`src/hw/rtl/assert_macros.svh`:
```
// assertion macros shared by the checksum rtl
// every check samples on the rising clock and is off while reset is high
`ifndef ASSERT_MACROS_SVH
`define ASSERT_MACROS_SVH

// implication or plain property that must hold on every clock
`define ASSERT_CLK(label, prop, msg) \
   label: assert property (@(posedge clock) disable iff (reset) (prop)) else $error(msg);

// condition that must never be seen on a clock
`define ASSERT_NEVER(label, cond, msg) \
   label: assert property (@(posedge clock) disable iff (reset) !(cond)) else $error(msg);

`endif

```
`src/hw/rtl/gbc_pkg.sv`:
```
// constants and field arithmetic for the gf(32) bch checksum unit
// no dependencies
`timescale 1ns / 1ps
`default_nettype none

package gbc_pkg;

   localparam int SYM_W = 5;
   // generator multiples kept: times 1, 2, 4, 8, 16
   localparam int MULT_COUNT = 5;
   localparam logic [SYM_W-1:0] FIELD_REDUCE = 5'h09;

   typedef logic [SYM_W-1:0] symbol_type;

   // multiply one gf(32) element by two
   function automatic symbol_type gf_times_two(input symbol_type c);
      gf_times_two = {c[SYM_W-2:0], 1'b0} ^ (c[SYM_W-1] ? FIELD_REDUCE : '0);
   endfunction

endpackage

`default_nettype wire

```
`src/hw/rtl/gbc_req_if.sv`:
```
// input channel of the checksum unit: one symbol per beat
// depends on gbc_pkg
`timescale 1ns / 1ps
`default_nettype none

interface gbc_req_if
   import gbc_pkg::*;
   ();
   logic       valid;
   logic       ready;
   symbol_type symbol;
   logic       last_symbol;

   modport source (output valid, output symbol, output last_symbol, input ready);
   modport sink   (input valid, input symbol, input last_symbol, output ready);
endinterface

`default_nettype wire

```
`src/hw/rtl/gbc_rsp_if.sv`:
```
// result channel of the checksum unit: one checksum per message
// width of the checksum follows the number of check symbols
`timescale 1ns / 1ps
`default_nettype none

interface gbc_rsp_if #(
   parameter int CHECK_BITS = 30
) ();
   logic                  valid;
   logic                  ready;
   logic [CHECK_BITS-1:0] checksum;
   logic                  short_message;

   modport source (output valid, output checksum, output short_message, input ready);
   modport sink   (input valid, input checksum, input short_message, output ready);
endinterface

`default_nettype wire

```
`src/hw/rtl/gf32_bch_checksum_unit.sv`:
```
// gf(32) bch checksum unit: top level with input stage, checksum state and result register
// depends on gbc_pkg, gbc_req_if, gbc_rsp_if, gbc_gen_table and assert_macros.svh
//
// usage:
//   req_chan carries one 5-bit symbol per beat, with last_symbol marking the end of a message.
//   rsp_chan carries one beat per message: the checksum and a short_message flag that is set
//   when the message had fewer than CHECK_SYMBOLS symbols.
//   csr_write_en / csr_write_data load the generator; write it only while no message is
//   in flight. the generator multiples are ready on the cycle after the write.
//   throughput is one symbol per cycle while no last symbol waits on the result register;
//   the remainder update is combinational. a last symbol's beat passes the input register,
//   then the remainder update into the result register, before its rsp beat.
//   when rsp_chan stalls, symbols that are not last keep flowing; a last symbol waits in the
//   input register until the result register is free, and req_chan.ready drops behind it.
//   reset clears the generator to zero, the checksum state and both valid flags.
`include "assert_macros.svh"
`timescale 1ns / 1ps
`default_nettype none

module gf32_bch_checksum_unit
   import gbc_pkg::*;
#(
   parameter int CHECK_SYMBOLS = 6
) (
   input  wire logic                           clock,
   input  wire logic                           reset,
   gbc_req_if.sink                             req_chan,
   gbc_rsp_if.source                           rsp_chan,
   input  wire logic                           csr_write_en,
   input  wire logic [SYM_W*CHECK_SYMBOLS-1:0] csr_write_data
);

   localparam int CHECK_BITS = SYM_W * CHECK_SYMBOLS;
   localparam int HELD_W     = $clog2(CHECK_SYMBOLS + 1);
   localparam logic [HELD_W-1:0] HELD_FULL = HELD_W'(CHECK_SYMBOLS);
   localparam logic [HELD_W-1:0] HELD_NEAR = HELD_W'(CHECK_SYMBOLS - 1);

   logic [CHECK_BITS-1:0] mult [MULT_COUNT];

   gbc_gen_table #(
      .CHECK_SYMBOLS (CHECK_SYMBOLS)
   ) u_gen_table (
      .clock      (clock),
      .reset      (reset),
      .write_en   (csr_write_en),
      .write_data (csr_write_data),
      .mult_o     (mult)
   );

   // input register
   logic       in_valid_ff, in_valid_in;
   symbol_type in_symbol_ff;
   logic       in_last_ff;

   // checksum state
   logic [CHECK_BITS-1:0] rem_ff, rem_in;
   logic [CHECK_BITS-1:0] delay_ff, delay_in;
   logic [HELD_W-1:0]     held_ff, held_in;

   // result register
   logic                  out_valid_ff, out_valid_in;
   logic [CHECK_BITS-1:0] out_checksum_ff;
   logic                  out_short_ff;

   logic                  step_go;
   logic                  req_take;
   logic                  full;
   symbol_type            err_sym;
   logic [CHECK_BITS-1:0] rem_step;
   logic [CHECK_BITS-1:0] delay_step;
   logic [CHECK_BITS-1:0] checksum_next;
   logic                  short_next;

   // a last symbol may only move on when the result register can take it
   assign step_go  = in_valid_ff && (!in_last_ff || !out_valid_ff || rsp_chan.ready);
   assign req_take = req_chan.valid && req_chan.ready;
   assign req_chan.ready = !in_valid_ff || step_go;

   assign full    = (held_ff == HELD_FULL);
   assign err_sym = rem_ff[CHECK_BITS-1 -: SYM_W] ^ delay_ff[CHECK_BITS-1 -: SYM_W];

   always_comb begin
      rem_step = {rem_ff[CHECK_BITS-SYM_W-1:0], {SYM_W{1'b0}}};
      for (int i = 0; i < MULT_COUNT; i++) begin
         if (err_sym[i]) begin
            rem_step = rem_step ^ mult[i];
         end
      end
      if (!full) begin
         rem_step = rem_ff;
      end
   end

   assign delay_step    = {delay_ff[CHECK_BITS-SYM_W-1:0], in_symbol_ff};
   assign checksum_next = rem_step ^ delay_step;
   assign short_next    = (held_ff < HELD_NEAR);

   always_comb begin
      in_valid_in = in_valid_ff;
      if (req_take) begin
         in_valid_in = 1'b1;
      end else if (step_go) begin
         in_valid_in = 1'b0;
      end

      rem_in   = rem_ff;
      delay_in = delay_ff;
      held_in  = held_ff;
      if (step_go) begin
         if (in_last_ff) begin
            rem_in   = '0;
            delay_in = '0;
            held_in  = '0;
         end else begin
            rem_in   = rem_step;
            delay_in = delay_step;
            held_in  = full ? held_ff : held_ff + HELD_W'(1);
         end
      end

      out_valid_in = out_valid_ff;
      if (step_go && in_last_ff) begin
         out_valid_in = 1'b1;
      end else if (rsp_chan.ready) begin
         out_valid_in = 1'b0;
      end
   end

   always_ff @(posedge clock) begin
      if (reset) begin
         in_valid_ff  <= 1'b0;
         out_valid_ff <= 1'b0;
         rem_ff       <= '0;
         delay_ff     <= '0;
         held_ff      <= '0;
      end else begin
         in_valid_ff  <= in_valid_in;
         out_valid_ff <= out_valid_in;
         rem_ff       <= rem_in;
         delay_ff     <= delay_in;
         held_ff      <= held_in;
      end
   end

   always_ff @(posedge clock) begin
      if (req_take) begin
         in_symbol_ff <= req_chan.symbol;
         in_last_ff   <= req_chan.last_symbol;
      end
      if (step_go && in_last_ff) begin
         out_checksum_ff <= checksum_next;
         out_short_ff    <= short_next;
      end
   end

   assign rsp_chan.valid         = out_valid_ff;
   assign rsp_chan.checksum      = out_checksum_ff;
   assign rsp_chan.short_message = out_short_ff;

   `ASSERT_NEVER(held_in_range, held_ff > HELD_FULL, "held count above check symbols")
   `ASSERT_CLK(rem_zero_until_full, !full |-> rem_ff == '0, "remainder set before delay line full")
   `ASSERT_CLK(clear_after_last, step_go && in_last_ff |=> held_ff == '0 && delay_ff == '0,
      "state not cleared after last symbol")
   `ASSERT_CLK(result_held_in_stall, out_valid_ff && !rsp_chan.ready |=>
      out_valid_ff && $stable(out_checksum_ff), "pending result lost during stall")

endmodule

`default_nettype wire

```
`src/hw/rtl/gbc_gen_table.sv`:
```
// generator register and its precomputed multiples by 1, 2, 4, 8 and 16
// depends on gbc_pkg
`timescale 1ns / 1ps
`default_nettype none

module gbc_gen_table
   import gbc_pkg::*;
#(
   parameter int CHECK_SYMBOLS = 6
) (
   input  wire logic                            clock,
   input  wire logic                            reset,
   input  wire logic                            write_en,
   input  wire logic [SYM_W*CHECK_SYMBOLS-1:0]  write_data,
   output logic      [SYM_W*CHECK_SYMBOLS-1:0]  mult_o [MULT_COUNT]
);

   localparam int CHECK_BITS = SYM_W * CHECK_SYMBOLS;

   logic [CHECK_BITS-1:0] mult_ff [MULT_COUNT];
   logic [CHECK_BITS-1:0] mult_in [MULT_COUNT];

   // each multiple doubles every coefficient of the one before
   always_comb begin
      mult_in[0] = write_data;
      for (int i = 1; i < MULT_COUNT; i++) begin
         for (int j = 0; j < CHECK_SYMBOLS; j++) begin
            mult_in[i][j*SYM_W +: SYM_W] = gf_times_two(mult_in[i-1][j*SYM_W +: SYM_W]);
         end
      end
   end

   always_ff @(posedge clock) begin
      if (reset) begin
         for (int i = 0; i < MULT_COUNT; i++) begin
            mult_ff[i] <= '0;
         end
      end else if (write_en) begin
         mult_ff <= mult_in;
      end
   end

   assign mult_o = mult_ff;

endmodule

`default_nettype wire

```
`src/flat_wrapper.sv`:
```
// flat-port wrapper written by rule: the top's interface ports become plain ports
module gf32_bch_checksum_unit_flat import gbc_pkg::*;
#(
   parameter int CHECK_SYMBOLS = 6
)
  (clock, reset, csr_write_en, csr_write_data, req_chan_valid, req_chan_symbol, req_chan_last_symbol, req_chan_ready, rsp_chan_valid, rsp_chan_checksum, rsp_chan_short_message, rsp_chan_ready);
  gbc_req_if req_chan_i ();
  gbc_rsp_if #(.CHECK_BITS((SYM_W * CHECK_SYMBOLS))) rsp_chan_i ();
  input  wire logic clock;
  input  wire logic reset;
  input  wire logic csr_write_en;
  input  wire logic [SYM_W*CHECK_SYMBOLS-1:0] csr_write_data;
  input wire logic [$bits(req_chan_i.valid)-1:0] req_chan_valid;
  input wire logic [$bits(req_chan_i.symbol)-1:0] req_chan_symbol;
  input wire logic [$bits(req_chan_i.last_symbol)-1:0] req_chan_last_symbol;
  output wire logic [$bits(req_chan_i.ready)-1:0] req_chan_ready;
  output wire logic [$bits(rsp_chan_i.valid)-1:0] rsp_chan_valid;
  output wire logic [$bits(rsp_chan_i.checksum)-1:0] rsp_chan_checksum;
  output wire logic [$bits(rsp_chan_i.short_message)-1:0] rsp_chan_short_message;
  input wire logic [$bits(rsp_chan_i.ready)-1:0] rsp_chan_ready;
  assign req_chan_i.valid = req_chan_valid;
  assign req_chan_i.symbol = req_chan_symbol;
  assign req_chan_i.last_symbol = req_chan_last_symbol;
  assign req_chan_ready = req_chan_i.ready;
  assign rsp_chan_valid = rsp_chan_i.valid;
  assign rsp_chan_checksum = rsp_chan_i.checksum;
  assign rsp_chan_short_message = rsp_chan_i.short_message;
  assign rsp_chan_i.ready = rsp_chan_ready;
  gf32_bch_checksum_unit #(.CHECK_SYMBOLS(CHECK_SYMBOLS)) u_core (.clock(clock), .reset(reset), .req_chan(req_chan_i), .rsp_chan(rsp_chan_i), .csr_write_en(csr_write_en), .csr_write_data(csr_write_data));
endmodule
```
`config.mk`:
```
export PLATFORM = sky130hd
export DESIGN_NAME = gf32_bch_checksum_unit_flat
export DESIGN_NICKNAME = d
export VERILOG_FILES = /design/src/hw/rtl/gbc_pkg.sv /design/src/hw/rtl/gbc_req_if.sv /design/src/hw/rtl/gbc_rsp_if.sv /design/src/hw/rtl/gf32_bch_checksum_unit.sv /design/src/hw/rtl/gbc_gen_table.sv /design/src/flat_wrapper.sv
export VERILOG_INCLUDE_DIRS = /design/src /design/src/hw/rtl
export SDC_FILE = /design/constraint.sdc
export NUM_CORES = 1
export LEC_CHECK = 0
export BUFFER_PORTS_ARGS = -buffer_cell sky130_fd_sc_hd__buf_2
export CAP_MARGIN = 40
export CORE_ASPECT_RATIO = 1.4
export CORE_MARGIN = 8
export CORE_UTILIZATION = 60
export DETAILED_ROUTE_END_ITERATION = 8
export PLACE_DENSITY = 0.85
export SETUP_SLACK_MARGIN = 0.4
export SKIP_CTS_REPAIR_TIMING = 1
export SYNTH_ARGS = -nofsm -noshare
export SYNTH_HDL_FRONTEND = slang
export SYNTH_SLANG_ARGS = --single-unit
```
`constraint.sdc`:
```
create_clock -name clock -period 4.7 [get_ports clock]
set_clock_uncertainty 0.1 [all_clocks]
set_input_delay 0.705 -clock clock [delete_from_list [all_inputs] [get_ports clock]]
set_output_delay 0.705 -clock clock [all_outputs]
set_load 0.05 [all_outputs]
```
# Word-level counts from Yosys, hierarchy flattened

Index checks and enable logic that the tools add are counted.

Bits in registers: 252
Bits of input ports: 41
Logic and storage cells: 99

$add $sub $neg: 1
Magnitude comparators: 1
Equal/unequal tests: 2
Muxes and demuxes: 38
Bitwise logic cells: 31
Reduce and logical (&&, ||, !) cells: 12

Operator list:

| operator                                                        | number |
|---|---|
| 30-bit two-way mux                                              | 8 |
| 30-bit XOR                                                      | 6 |
| 5-bit by 4-bit XOR with 5-bit output                            | 23 |
| 4-bit two-way mux                                               | 24 |
| 5-bit XOR                                                       | 2 |
| 3-bit two-way mux                                               | 2 |
| 1-bit two-way mux                                               | 4 |
| 2-bit nonzero test                                              | 2 |
| 3-bit by 1-bit adder with 3-bit output, second input constant   | 1 |
| 3-bit == test, second input constant                            | 1 |
| 1-bit logical AND                                               | 3 |
| 1-bit zero test                                                 | 3 |
| 1-bit logical OR                                                | 3 |
| 3-bit less-than comparator, second input constant               | 1 |
| 2-bit by 1-bit != test with 1-bit output, second input constant | 1 |
| 2-bit AND reduction                                             | 1 |

# Longest topological paths before layout

Gate-level depths: netlist of the first run.

Word-level depth: 12
Mapped depth: 8
Depth with buffers taken out: 7

# Hierarchy

Synthesis of the first run repeated with hierarchy kept, for this count alone.

Cell total of the unflattened synthesis: 1357
Area, all modules: 11817.6 um2

By module, submodules not included:

| module                 | instances | cells each | area an instance (um2) |
|---|---|---|---|
| gf32_bch_checksum_unit | 1         | 1046       | 8889.8 |
| gbc_gen_table          | 1         | 311        | 2927.8 |

# Worst setup path before layout of the first run

No wires, ideal clock.

Path kind: input -> register
Start: input port rsp_chan_ready
End: register u_core.out_checksum_ff[0], in the netlist u_core.rsp_chan.checksum[0] (enable)
Setup time: 419 ps
Arrival time: 2523 ps
Data required time: 4181 ps
Setup slack: 1657 ps
Stages on the path: 5
Path buffers: 1
Path through: nor2b_1 nand2_1 nand2_1 clkbuf_1 nor2_1

Longest elaborated chain between the ends: 3

Ends and longest elaborated chain:

| item                   | RTL line                      | text |
|---|---|---|
| start: declaration     | flat_wrapper.sv:20            | `input wire logic [$bits(rsp_chan_i.ready)-1:0] rsp_chan_ready;` |
| 1-bit logical OR       | gf32_bch_checksum_unit.sv:75  | `assign step_go = in_valid_ff && (!in_last_ff \|\| !out_valid_ff \|\| rsp_chan.ready);` |
| 1-bit logical AND      | gf32_bch_checksum_unit.sv:75  |  |
| 1-bit logical AND      | gf32_bch_checksum_unit.sv:150 | `if (step_go && in_last_ff) begin` |
| end signal: assignment | gf32_bch_checksum_unit.sv:151 | `out_checksum_ff <= checksum_next;` |
| end: declaration       | gf32_bch_checksum_unit.sv:62  | `logic [CHECK_BITS-1:0] out_checksum_ff;` |

Every way passes these cells.
A chain may end at the register's enable or synchronous reset.

# Worst setup path in the final report of the first run

Start: register u_core.rem_ff[29]
End: register u_core.out_checksum_ff[28], in the netlist u_core.rsp_chan.checksum[28], data pin

Longest elaborated chain between the ends: 4

Ends and longest elaborated chain:

| item                         | RTL line                      | text |
|---|---|---|
| start: declaration           | gf32_bch_checksum_unit.sv:56  | `logic [CHECK_BITS-1:0] rem_ff, rem_in;` |
| start signal: assignment     | gf32_bch_checksum_unit.sv:139 | `rem_ff <= rem_in;` |
| 5-bit XOR                    | gf32_bch_checksum_unit.sv:80  | `assign err_sym = rem_ff[CHECK_BITS-1 -: SYM_W] ^ delay_ff[CHECK_BITS-1 -: SYM_W];` |
| 30-bit two-way mux           | gf32_bch_checksum_unit.sv:85  | `if (err_sym[i]) begin` |
| 30-bit two-way mux           | gf32_bch_checksum_unit.sv:89  | `if (!full) begin` |
| 30-bit XOR                   | gf32_bch_checksum_unit.sv:95  | `assign checksum_next = rem_step ^ delay_step;` |
| via u_core.checksum_next[28] | gf32_bch_checksum_unit.sv:71  | `logic [CHECK_BITS-1:0] checksum_next;` |

The timed path passes the listed nets, and every way through them passes these cells.

==> reports/metrics.cfg, run 1 <==
[critical_path]
path_max_fanout=13
crit_type=reg2reg
crit_path_end_kind=flip-flop
start_kind=flip-flop
worst_ep_required_time_ps=4770
arrival_ps=2660

[synthesis]
synth-seq-cells=156
yosysSeqAreaShare=0.429
syn_area_per_cell_um2=9.94
synth_fp_nets=863
synth_cell_type_count=28
synthCells=820
yosysWarnings=0
synth_area_mm2=0.00815

[grt]
grt_antenna_before_repair=0
grt_max_degree=61
use_met1=0.282
grt_overflow_total=0
grt_pass1_vias=5904
gr-usage-met3=0.0564
use_met2=0.348
busiest_layer=met2
grt_pass1_wl_um=30600
grtUsageTotal=0.223

[layout]
drive_gt1_frac=0.156
fin_nets=921
diodes=0
area_delta_synth_final_pct=14.8
fin_util=0.702
final_common_cell=nand2_1
layout_common_cells=182 x nand2_1, 119 x dfxtp_1, 106 x xnor2_1, 73 x mux2i_1, 73 x buf_2

[place]
port_buffers=73
dp_hpwl_um=13000
pre_cts_slack_ps=2170
gp_congestion=0.825

[timing]
hold_violations=0
slew_violations=0
period_share=0.551
final.setup.worst_slack_ps=2110
tns_ps=0
timing.fmax_mhz=386
post-route-min-period_ps=2590
setup_viol_count_final=0
worstMarginPinSlew_ps=696
rsz0062_at_grt=no
slew_headroom=0.534

[clock_tree]
cts_sinks=156
cts_made_buffers=17
cts_tree=built
clock_path_buffers=2
htreeDepth=4
root_buffer=clkbuf_16
insertion_delay_ps=430
clkTransAtPathRegs_ps=70

[routing]
avgRoutedWirePerCell_um=17.7
first_pass_iters=5
route.antenna.remaining_nets=0
via_per_inst=5.63
drc=0
finalWirelength_um=19000
vias=6043
drtIter0Drc=447

[floorplan]
coreArea_mm2=0.0133
pin_count=74
rows=50
die_w_um=115
initial_core_util=0.612
die_h_um=154
die_area_mm2=0.0176

[worst_hold_path]
hold_path_class=in2reg

[run]
cap_violations=0

[power_and_ir_drop]
p_leak_nw=4.04
vdd_drop_max_uv=211
powerDensity_mw_per_mm2=332

[status]
outcome=completed

-- logic make-up (layout without fill, tap and decap cells) --
kind of cell / count (synthesis) / after routing / share of synthesized area
AO/OA/AOI/OAI: 82 / 82 / 0.0685
XOR/XNOR: 174 / 174 / 0.246
adder cells (fa/ha/maj): 2 / 2 / 0.00307
buffers and inverters: 54 / 125 / 0.0295
flip-flops: 156 / 156 / 0.429
multiplexers: 73 / 73 / 0.0896
AND/OR/NAND/NOR: 279 / 279 / 0.135
-- critical path: stages (launching register included) --
cell and delay (ps):
dfxtp_1 400, xor2_2 400, buf_6 230, buf_4 190, nand2_1 80, xnor2_1 150, xnor3_1 450, mux2i_1 230
xnor2_1 100
-- power breakdown --
| group | switching, mW | leakage [nW] | internal [mW] |
|---|---|---|---|
| Sequential | 0.0467 | 1.32 | 1.42 |
| Clock | 0.629 | 0.304 | 0.816 |
| Combinational | 0.121 | 2.41 | 0.0758 |
| Total | 0.797 | 4.04 | 2.31 |
-- synthesized netlist by cell type --
library cell / number / area (um2)
a211oi_1: 12 / 90.1
a21oi_1: 36 / 180
a22o_1: 30 / 263
a31oi_1: 2 / 12.5
buf_1: 7 / 26.3
buf_2: 12 / 60.1
buf_6: 3 / 33.8
clkbuf_1: 29 / 109
clkinv_1: 1 / 3.75
dfxtp_1: 119 / 2380
edfxtp_1: 37 / 1110
ha_1: 2 / 25.0
inv_1: 2 / 7.51
mux2i_1: 73 / 731
nand2_1: 183 / 687
nand3_1: 32 / 160
nand3b_1: 1 / 7.51
nor2_1: 60 / 225
nor2b_1: 1 / 6.26
nor3_1: 1 / 5.00
nor4b_1: 1 / 8.76
o211ai_1: 1 / 7.51
o21ai_0: 1 / 5.00
xnor2_1: 106 / 928
xnor2_2: 8 / 130
xnor3_1: 30 / 676
xor2_1: 29 / 254
xor2_2: 1 / 16.3
-- layout make-up --
cell class,instances,area [um2]
repair buffers,90,533
clock buffers,17,425
well taps,182,228
multi-input cells,610,4460
flip-flops and latches,156,3490
clock inverters,15,200
inverters,3,11.3
fillers,952,3970
-- worst paths after layout --
path	start	endpoint	slack, ps	depth (start not counted)
max	u_core.rem_ff[29]$_SDFFE_PP0P_	u_core.rsp_chan.checksum[28]$_DFFE_PP_	2110	8
max reg2reg	u_core.rem_ff[29]$_SDFFE_PP0P_	u_core.rsp_chan.checksum[28]$_DFFE_PP_	2110	8
min reg2reg	u_core.delay_ff[16]$_SDFFE_PP0P_	u_core.delay_ff[16]$_SDFFE_PP0P_	380	2
min	req_chan_symbol[0]	u_core.in_symbol_ff[0]$_DFFE_PP_	340	1
-- state kept, by name (all words and copies together), names as in the netlist --
name / count
u_core.rsp_chan.checksum: 30
u_core.in_symbol_ff: 5
u_core.in_valid_ff: 1
u_core.rsp_chan.short_message: 1
u_core.delay_ff: 30
u_core.rsp_chan.valid: 1
u_core.in_last_ff: 1
u_core.held_ff: 3
u_core.u_gen_table.mult_o: 54
u_core.rem_ff: 30
-- metal layers --
layer	vias to the layer above	routed length, um
met5	-	0
met4	0	601
met3	35	1320
met2	248	9120
met1	2908	7910
li1	2852	-
-- stage by stage --
step / power [mW] / instances / cell area, um2 / hold slack [ps]
2_1_floorplan: 1.62 / 820 / 8150 / 343
3_3_place_gp: 1.68 / 1037 / 8660 / 369
3_5_place_dp: 1.69 / 1041 / 8730 / 374
4_1_cts: 3.12 / 1073 / 9350 / 329
5_1_grt: 3.21 / 1073 / 9350 / 322
6_report: 3.10 / 1073 / 9350 / 344
Power figures use the tool's default switching activity.
==> run 2: changes to the inputs <==
==> constraint.sdc (replaced) <==
create_clock -name clock -period 2.7 [get_ports clock]
set_clock_uncertainty 0.1 [all_clocks]
set_input_delay 0.405 -clock clock [delete_from_list [all_inputs] [get_ports clock]]
set_output_delay 0.405 -clock clock [all_outputs]
set_load 0.05 [all_outputs]
==> reports/metrics.cfg, run 2 (synthesis gave the netlist of run 1 again) <==
[status]
outcome=completed

[critical_path]
crit_path_end_kind=flip-flop
critPathMaxStageDelay_ps=490  ; +40 ps
path_common_cell=xnor2_1
cp_top_family=XOR/XNOR gates
crit_path_cell_trace=xor2_4, buf_12, nand2_1, xnor2_1, xnor3_1, mux2i_1, xnor2_1
critPathSlowestCell=xnor3_1
crit_type=reg2reg
worst-path-buf-inv=1  ; -1
worst_ep_required_time_ps=2790  ; -1980 ps
start_kind=flip-flop
arrival_ps=2440  ; -220 ps
path_max_fanout=15  ; +2

[power_and_ir_drop]
p_int_mw=3.92  ; +70%
power.share.clock=0.455  ; -0.010
power.share.switching=0.262  ; +0.00540
power_frac_comb=0.066  ; +0.003
power_mw=5.31  ; +71%
vdd_drop_max_uv=405  ; +92%
seqPwrFrac=0.480  ; +0.009
p_sw_mw=1.39  ; +75%
powerDensity_mw_per_mm2=551  ; +66%
p_leak_nw=4.07  ; +0.90%

[routing]
first_pass_iters=6  ; +1
via_per_inst=5.90  ; +4.8%
drtIter0Drc=553  ; +24%
avgRoutedWirePerCell_um=19.7  ; +11%
vias=6385  ; +5.7%
finalWirelength_um=21300  ; +12%
route.antenna.remaining_nets=0  ; unchanged
drc=0  ; unchanged

[floorplan]
initial_core_util=0.612  ; unchanged
pin_count=74  ; unchanged
die_area_mm2=0.0176  ; unchanged
coreArea_mm2=0.0133  ; unchanged
die_h_um=154  ; unchanged
die_w_um=115  ; unchanged
rows=50  ; unchanged

[timing]
hold_violations=0  ; unchanged
period_share=0.874  ; +0.323
post-route-min-period_ps=2360  ; -229 ps
slew_headroom=0.536  ; +0.00242
hold_ws_ps=40.7  ; -303 ps
worstMarginPinSlew_ps=693  ; -3.61 ps
timing.fmax_mhz=424  ; +9.7%
slew_violations=0  ; unchanged
setup_viol_count_final=0  ; unchanged
tns_ps=0  ; unchanged
rsz0062_at_grt=yes

[layout]
fin_nets=930  ; +0.98%
area_delta_synth_final_pct=18.2
largest_reg_flops=54  ; unchanged
fillers=842  ; -12%
drive_gt1_frac=0.183  ; +0.0273
diodes=0  ; unchanged
layout_common_cells=180 x nand2_1, 113 x dfxtp_1, 106 x xnor2_1, 73 x buf_2, 65 x mux2i_1
final_common_cell=nand2_1

[worst_hold_path]
hold_path_class=in2reg

[grt]
grt_max_degree=67  ; +9.8%
grt_pass1_wl_um=30700  ; +0.25%
grt_pass1_vias=5846  ; -0.98%
grtUsageTotal=0.223  ; +0.000257
grt_overflow_total=0  ; unchanged
grt_antenna_before_repair=0  ; unchanged

[clock_tree]
clkTransAtPathRegs_ps=70  ; about the same
insertion_delay_ps=430  ; about the same
cts_made_buffers=17  ; unchanged
root_buffer=clkbuf_16
clock_path_buffers=2  ; unchanged
cts_tree=built
cts_sinks=156  ; unchanged
htreeDepth=4  ; unchanged

[place]
dp_hpwl_um=13100  ; +0.34%
gp_congestion=0.812  ; -1.6%
port_buffers=73  ; unchanged

[run]
cap_violations=0  ; unchanged

-- run 2: worst reg2reg max path, stage by stage (launching register included) --
cell and delay [ps]:
dfxtp_2 390, xor2_4 250, buf_12 190, nand2_1 110, xnor2_1 250, xnor3_1 490
mux2i_1 230, xnor2_1 100
-- run 2: layout make-up --
type                       instances  area (um2)  area share
multi-input combinational        610        4540       0.471
sequential                       156        3510       0.364
timing repair buffer              99         757      0.0786
clock buffer                      17         425      0.0441
tap                              182         228      0.0236
clock inverter                    15         169      0.0175
inverter                           3        11.3     0.00117
-- run 2: power groups by stage --
stage / Sequential, mW / Clock (mW) / Combinational (mW)
final: 2.55 / 2.42 / 0.349
after global placement: 2.59 / 0 / 0.336
after CTS: 2.55 / 2.43 / 0.350
after detailed placement: 2.59 / 0 / 0.347
after floorplan: 2.61 / 0 / 0.209
after global routing: 2.56 / 2.52 / 0.379
-- run 2: metrics by stage --
stage | instance area, um2 | util | worst slack (ps) | cells
floorplan | 8160 | - | 562 | 820
global placement | 8740 | 0.656 | 446 | 1037
detailed placement | 8770 | 0.658 | 382 | 1038
CTS | 9360 | 0.702 | 351 | 1070
global route | 9640 | 0.723 | 279 | 1082
finish | 9640 | 0.723 | 341 | 1082
-- run 2: final timing paths --
check	endpoint	slack, ps	depth (start not counted)	from
setup / recovery	u_core.rsp_chan.checksum[7]$_DFFE_PP_	340	7	u_core.rem_ff[28]$_SDFFE_PP0P_
hold / removal	u_core.in_symbol_ff[3]$_DFFE_PP_	40	1	req_chan_symbol[3]
setup reg to reg	u_core.rsp_chan.checksum[7]$_DFFE_PP_	340	7	u_core.rem_ff[28]$_SDFFE_PP0P_
hold reg to reg	u_core.delay_ff[21]$_SDFFE_PP0P_	390	2	u_core.delay_ff[21]$_SDFFE_PP0P_
-- run 2: layer usage --
layer,vias up,part of all wire,GRT usage
li1,2877,-,-
met1,3053,0.39,0.278
met2,375,0.49,0.365
met3,80,0.077,0.0368
met4,0,0.042,0.108
met5,-,0,0
==> run 3: changes to the inputs <==
--- a/config.mk
+++ b/config.mk
@@ -8,7 +8,7 @@
 export LEC_CHECK = 0
 export BUFFER_PORTS_ARGS = -buffer_cell sky130_fd_sc_hd__buf_2
 export CAP_MARGIN = 40
-export CORE_ASPECT_RATIO = 1.4
+export CORE_ASPECT_RATIO = 1.1
 export CORE_MARGIN = 8
 export CORE_UTILIZATION = 60
 export DETAILED_ROUTE_END_ITERATION = 8
==> reports/metrics.cfg, run 3 (synthesis gave the netlist of run 1 again) <==
[worst_hold_path]
whs_path_depth=1  ; unchanged
hold_start=req_chan_symbol[3]
hold_path_class=in2reg
holdPathEnd=u_core.in_symbol_ff[3]$_DFFE_PP_

[critical_path]
r2r_slack_ps=420  ; +80 ps
rr_worst_depth=7  ; unchanged
crit_path_end_kind=flip-flop
crit_path_cell_trace=xor2_4, buf_12, nand2_1, xor2_1, xnor3_2, mux2i_2, xnor2_1
critPathMaxStageDelay_ps=500  ; about the same
arrival_ps=2350  ; -90 ps
worst_ep_required_time_ps=2770  ; -20 ps
start_kind=flip-flop
path_max_fanout=15  ; unchanged
crit-reg2reg-launch=u_core.delay_ff[27]$_SDFFE_PP0P_
critPathSlowestCell=xnor3_2
crit_type=reg2reg
rr_endpoint=u_core.rsp_chan.checksum[14]$_DFFE_PP_

[place]
gp_congestion=0.828  ; +2.0%
place_area_mm2=0.00874  ; -0.27%
dp_hpwl_um=13000  ; -0.30%
port_buffers=73  ; unchanged

[floorplan]
pin_count=74  ; unchanged
die_w_um=127  ; +11%
coreArea_mm2=0.0132  ; -0.85%
initial_core_util=0.617  ; +0.00521
die_h_um=138  ; -10%
die_area_mm2=0.0176  ; -0.28%
rows=44  ; -12%

[layout]
area_delta_synth_final_pct=16.3
largest_reg_flops=54  ; unchanged
final_cell_area_mm2=0.00948  ; -1.6%
final_common_cell=nand2_1
drive_gt1_frac=0.176  ; -0.00772
diodes=0  ; unchanged
fin_nets=924  ; -0.65%
layout_common_cells=182 x nand2_1, 113 x dfxtp_1, 103 x xnor2_1, 73 x buf_2, 68 x mux2i_1

[timing]
post-route-min-period_ps=2280  ; -80.4 ps
timing.fmax_mhz=439  ; +3.5%
slew_headroom=0.520  ; -0.0163
setup_viol_count_final=0  ; unchanged
hold_violations=0  ; unchanged
tns_ps=0  ; unchanged
rsz0062_at_grt=yes
period_share=0.844  ; -0.0298
worstMarginPinSlew_ps=720  ; +26.7 ps
slew_violations=0  ; unchanged

[clock_tree]
htreeDepth=4  ; unchanged
cts_tree=built
cts_made_buffers=17  ; unchanged
clkTransAtPathRegs_ps=70  ; about the same
clock_path_buffers=2  ; unchanged
cts_sinks=156  ; unchanged
insertion_delay_ps=430  ; about the same
root_buffer=clkbuf_16

[grt]
grt_max_degree=67  ; unchanged
grt_overflow_total=0  ; unchanged
grt_antenna_before_repair=0  ; unchanged
grtUsageTotal=0.228  ; +0.00555
grt_pass1_wl_um=31800  ; +3.4%
grt_pass1_vias=6053  ; +3.5%

[routing]
drtIter0Drc=555  ; +0.36%
via_per_inst=5.84  ; -1.0%
first_pass_iters=5  ; -1
drc=0  ; unchanged
finalWirelength_um=20300  ; -4.6%
vias=6162  ; -3.5%
route.antenna.remaining_nets=0  ; unchanged
avgRoutedWirePerCell_um=19.3  ; -2.1%

[power_and_ir_drop]
power.share.clock=0.453  ; -0.002
power_frac_comb=0.065  ; about the same
powerDensity_mw_per_mm2=560  ; +1.6%
p_sw_mw=1.32  ; -4.9%
vdd_drop_max_uv=434  ; +7.0%
seqPwrFrac=0.482  ; +0.002
p_leak_nw=4.05  ; -0.53%
p_int_mw=3.98  ; +1.6%
power.share.switching=0.250  ; -0.0125

[run]
cap_violations=0  ; unchanged

[status]
outcome=completed

==> run 3: changes by cell type in the layout (fill, tap and decap cells not counted), sizes merged <==
cell,delta
buf,-5
bufinv,+1
inv,-4
clkinv,+2
==> run 3: worst max-delay path by stage <==
stage / from / end / slack, ps / depth (start not counted)
after global placement: u_core.rem_ff[25]$_SDFFE_PP0P_ / u_core.rsp_chan.checksum[13]$_DFFE_PP_ / 400 / 7
after floorplan: u_core.rsp_chan.valid$_SDFFE_PP0P_ / u_core.rsp_chan.checksum[0]$_DFFE_PP_ / 560 / 5
after global routing: u_core.delay_ff[27]$_SDFFE_PP0P_ / u_core.rsp_chan.checksum[14]$_DFFE_PP_ / 350 / 7
after detailed placement: u_core.rem_ff[25]$_SDFFE_PP0P_ / u_core.rsp_chan.checksum[13]$_DFFE_PP_ / 410 / 7
final: u_core.delay_ff[27]$_SDFFE_PP0P_ / u_core.rsp_chan.checksum[14]$_DFFE_PP_ / 420 / 7
after CTS: u_core.rem_ff[25]$_SDFFE_PP0P_ / u_core.rsp_chan.checksum[14]$_DFFE_PP_ / 400 / 7
==> run 3: area by class of cell <==
cell class / instances / area [um2]
flip-flops and latches: 156 / 3500
clock buffers: 18 / 429
inverters: 3 / 11.3
fillers: 889 / 3730
well taps: 161 / 201
repair buffers: 93 / 638
clock inverters: 14 / 158
multi-input cells: 610 / 4540
==> run 3: critical path: cells and delay by family, from the launching register on <==
kind | cells | cell delay [ps]
DFF | 1 | 390
and+or+nand+nor | 1 | 80
muxes | 1 | 210
xor gates and xnor gates | 4 | 1050
buffers and inverters | 1 | 190
==> run 3: per-layer routing <==
metal,track usage,up-vias,part of all wire
met3,0.0604,60,0.067
met5,0,-,0
met4,0.112,0,0.039
met2,0.352,246,0.47
li1,-,2870,-
met1,0.291,2986,0.43
==> run 3: per-stage QoR <==
| step | hold slack, ps | cells | power [mW] | util | setup slack (ps) |
|---|---|---|---|---|---|
| floorplan | 343 | 820 | 2.81 | - | 562 |
| global placement | 369 | 1020 | 2.93 | 0.662 | 396 |
| detailed placement | 372 | 1020 | 2.94 | 0.662 | 415 |
| CTS | 31.5 | 1052 | 5.32 | 0.706 | 402 |
| global route | 34.8 | 1055 | 5.46 | 0.717 | 350 |
| finish | 45.9 | 1055 | 5.31 | 0.717 | 421 |
==> run 3: power groups by stage <==
stage	Clock (mW)	Combinational [mW]	Sequential [mW]
finish	2.40	0.347	2.56
global route	2.52	0.378	2.57
CTS	2.42	0.348	2.55
detailed placement	0	0.341	2.60
global placement	0	0.334	2.60
floorplan	0	0.209	2.61
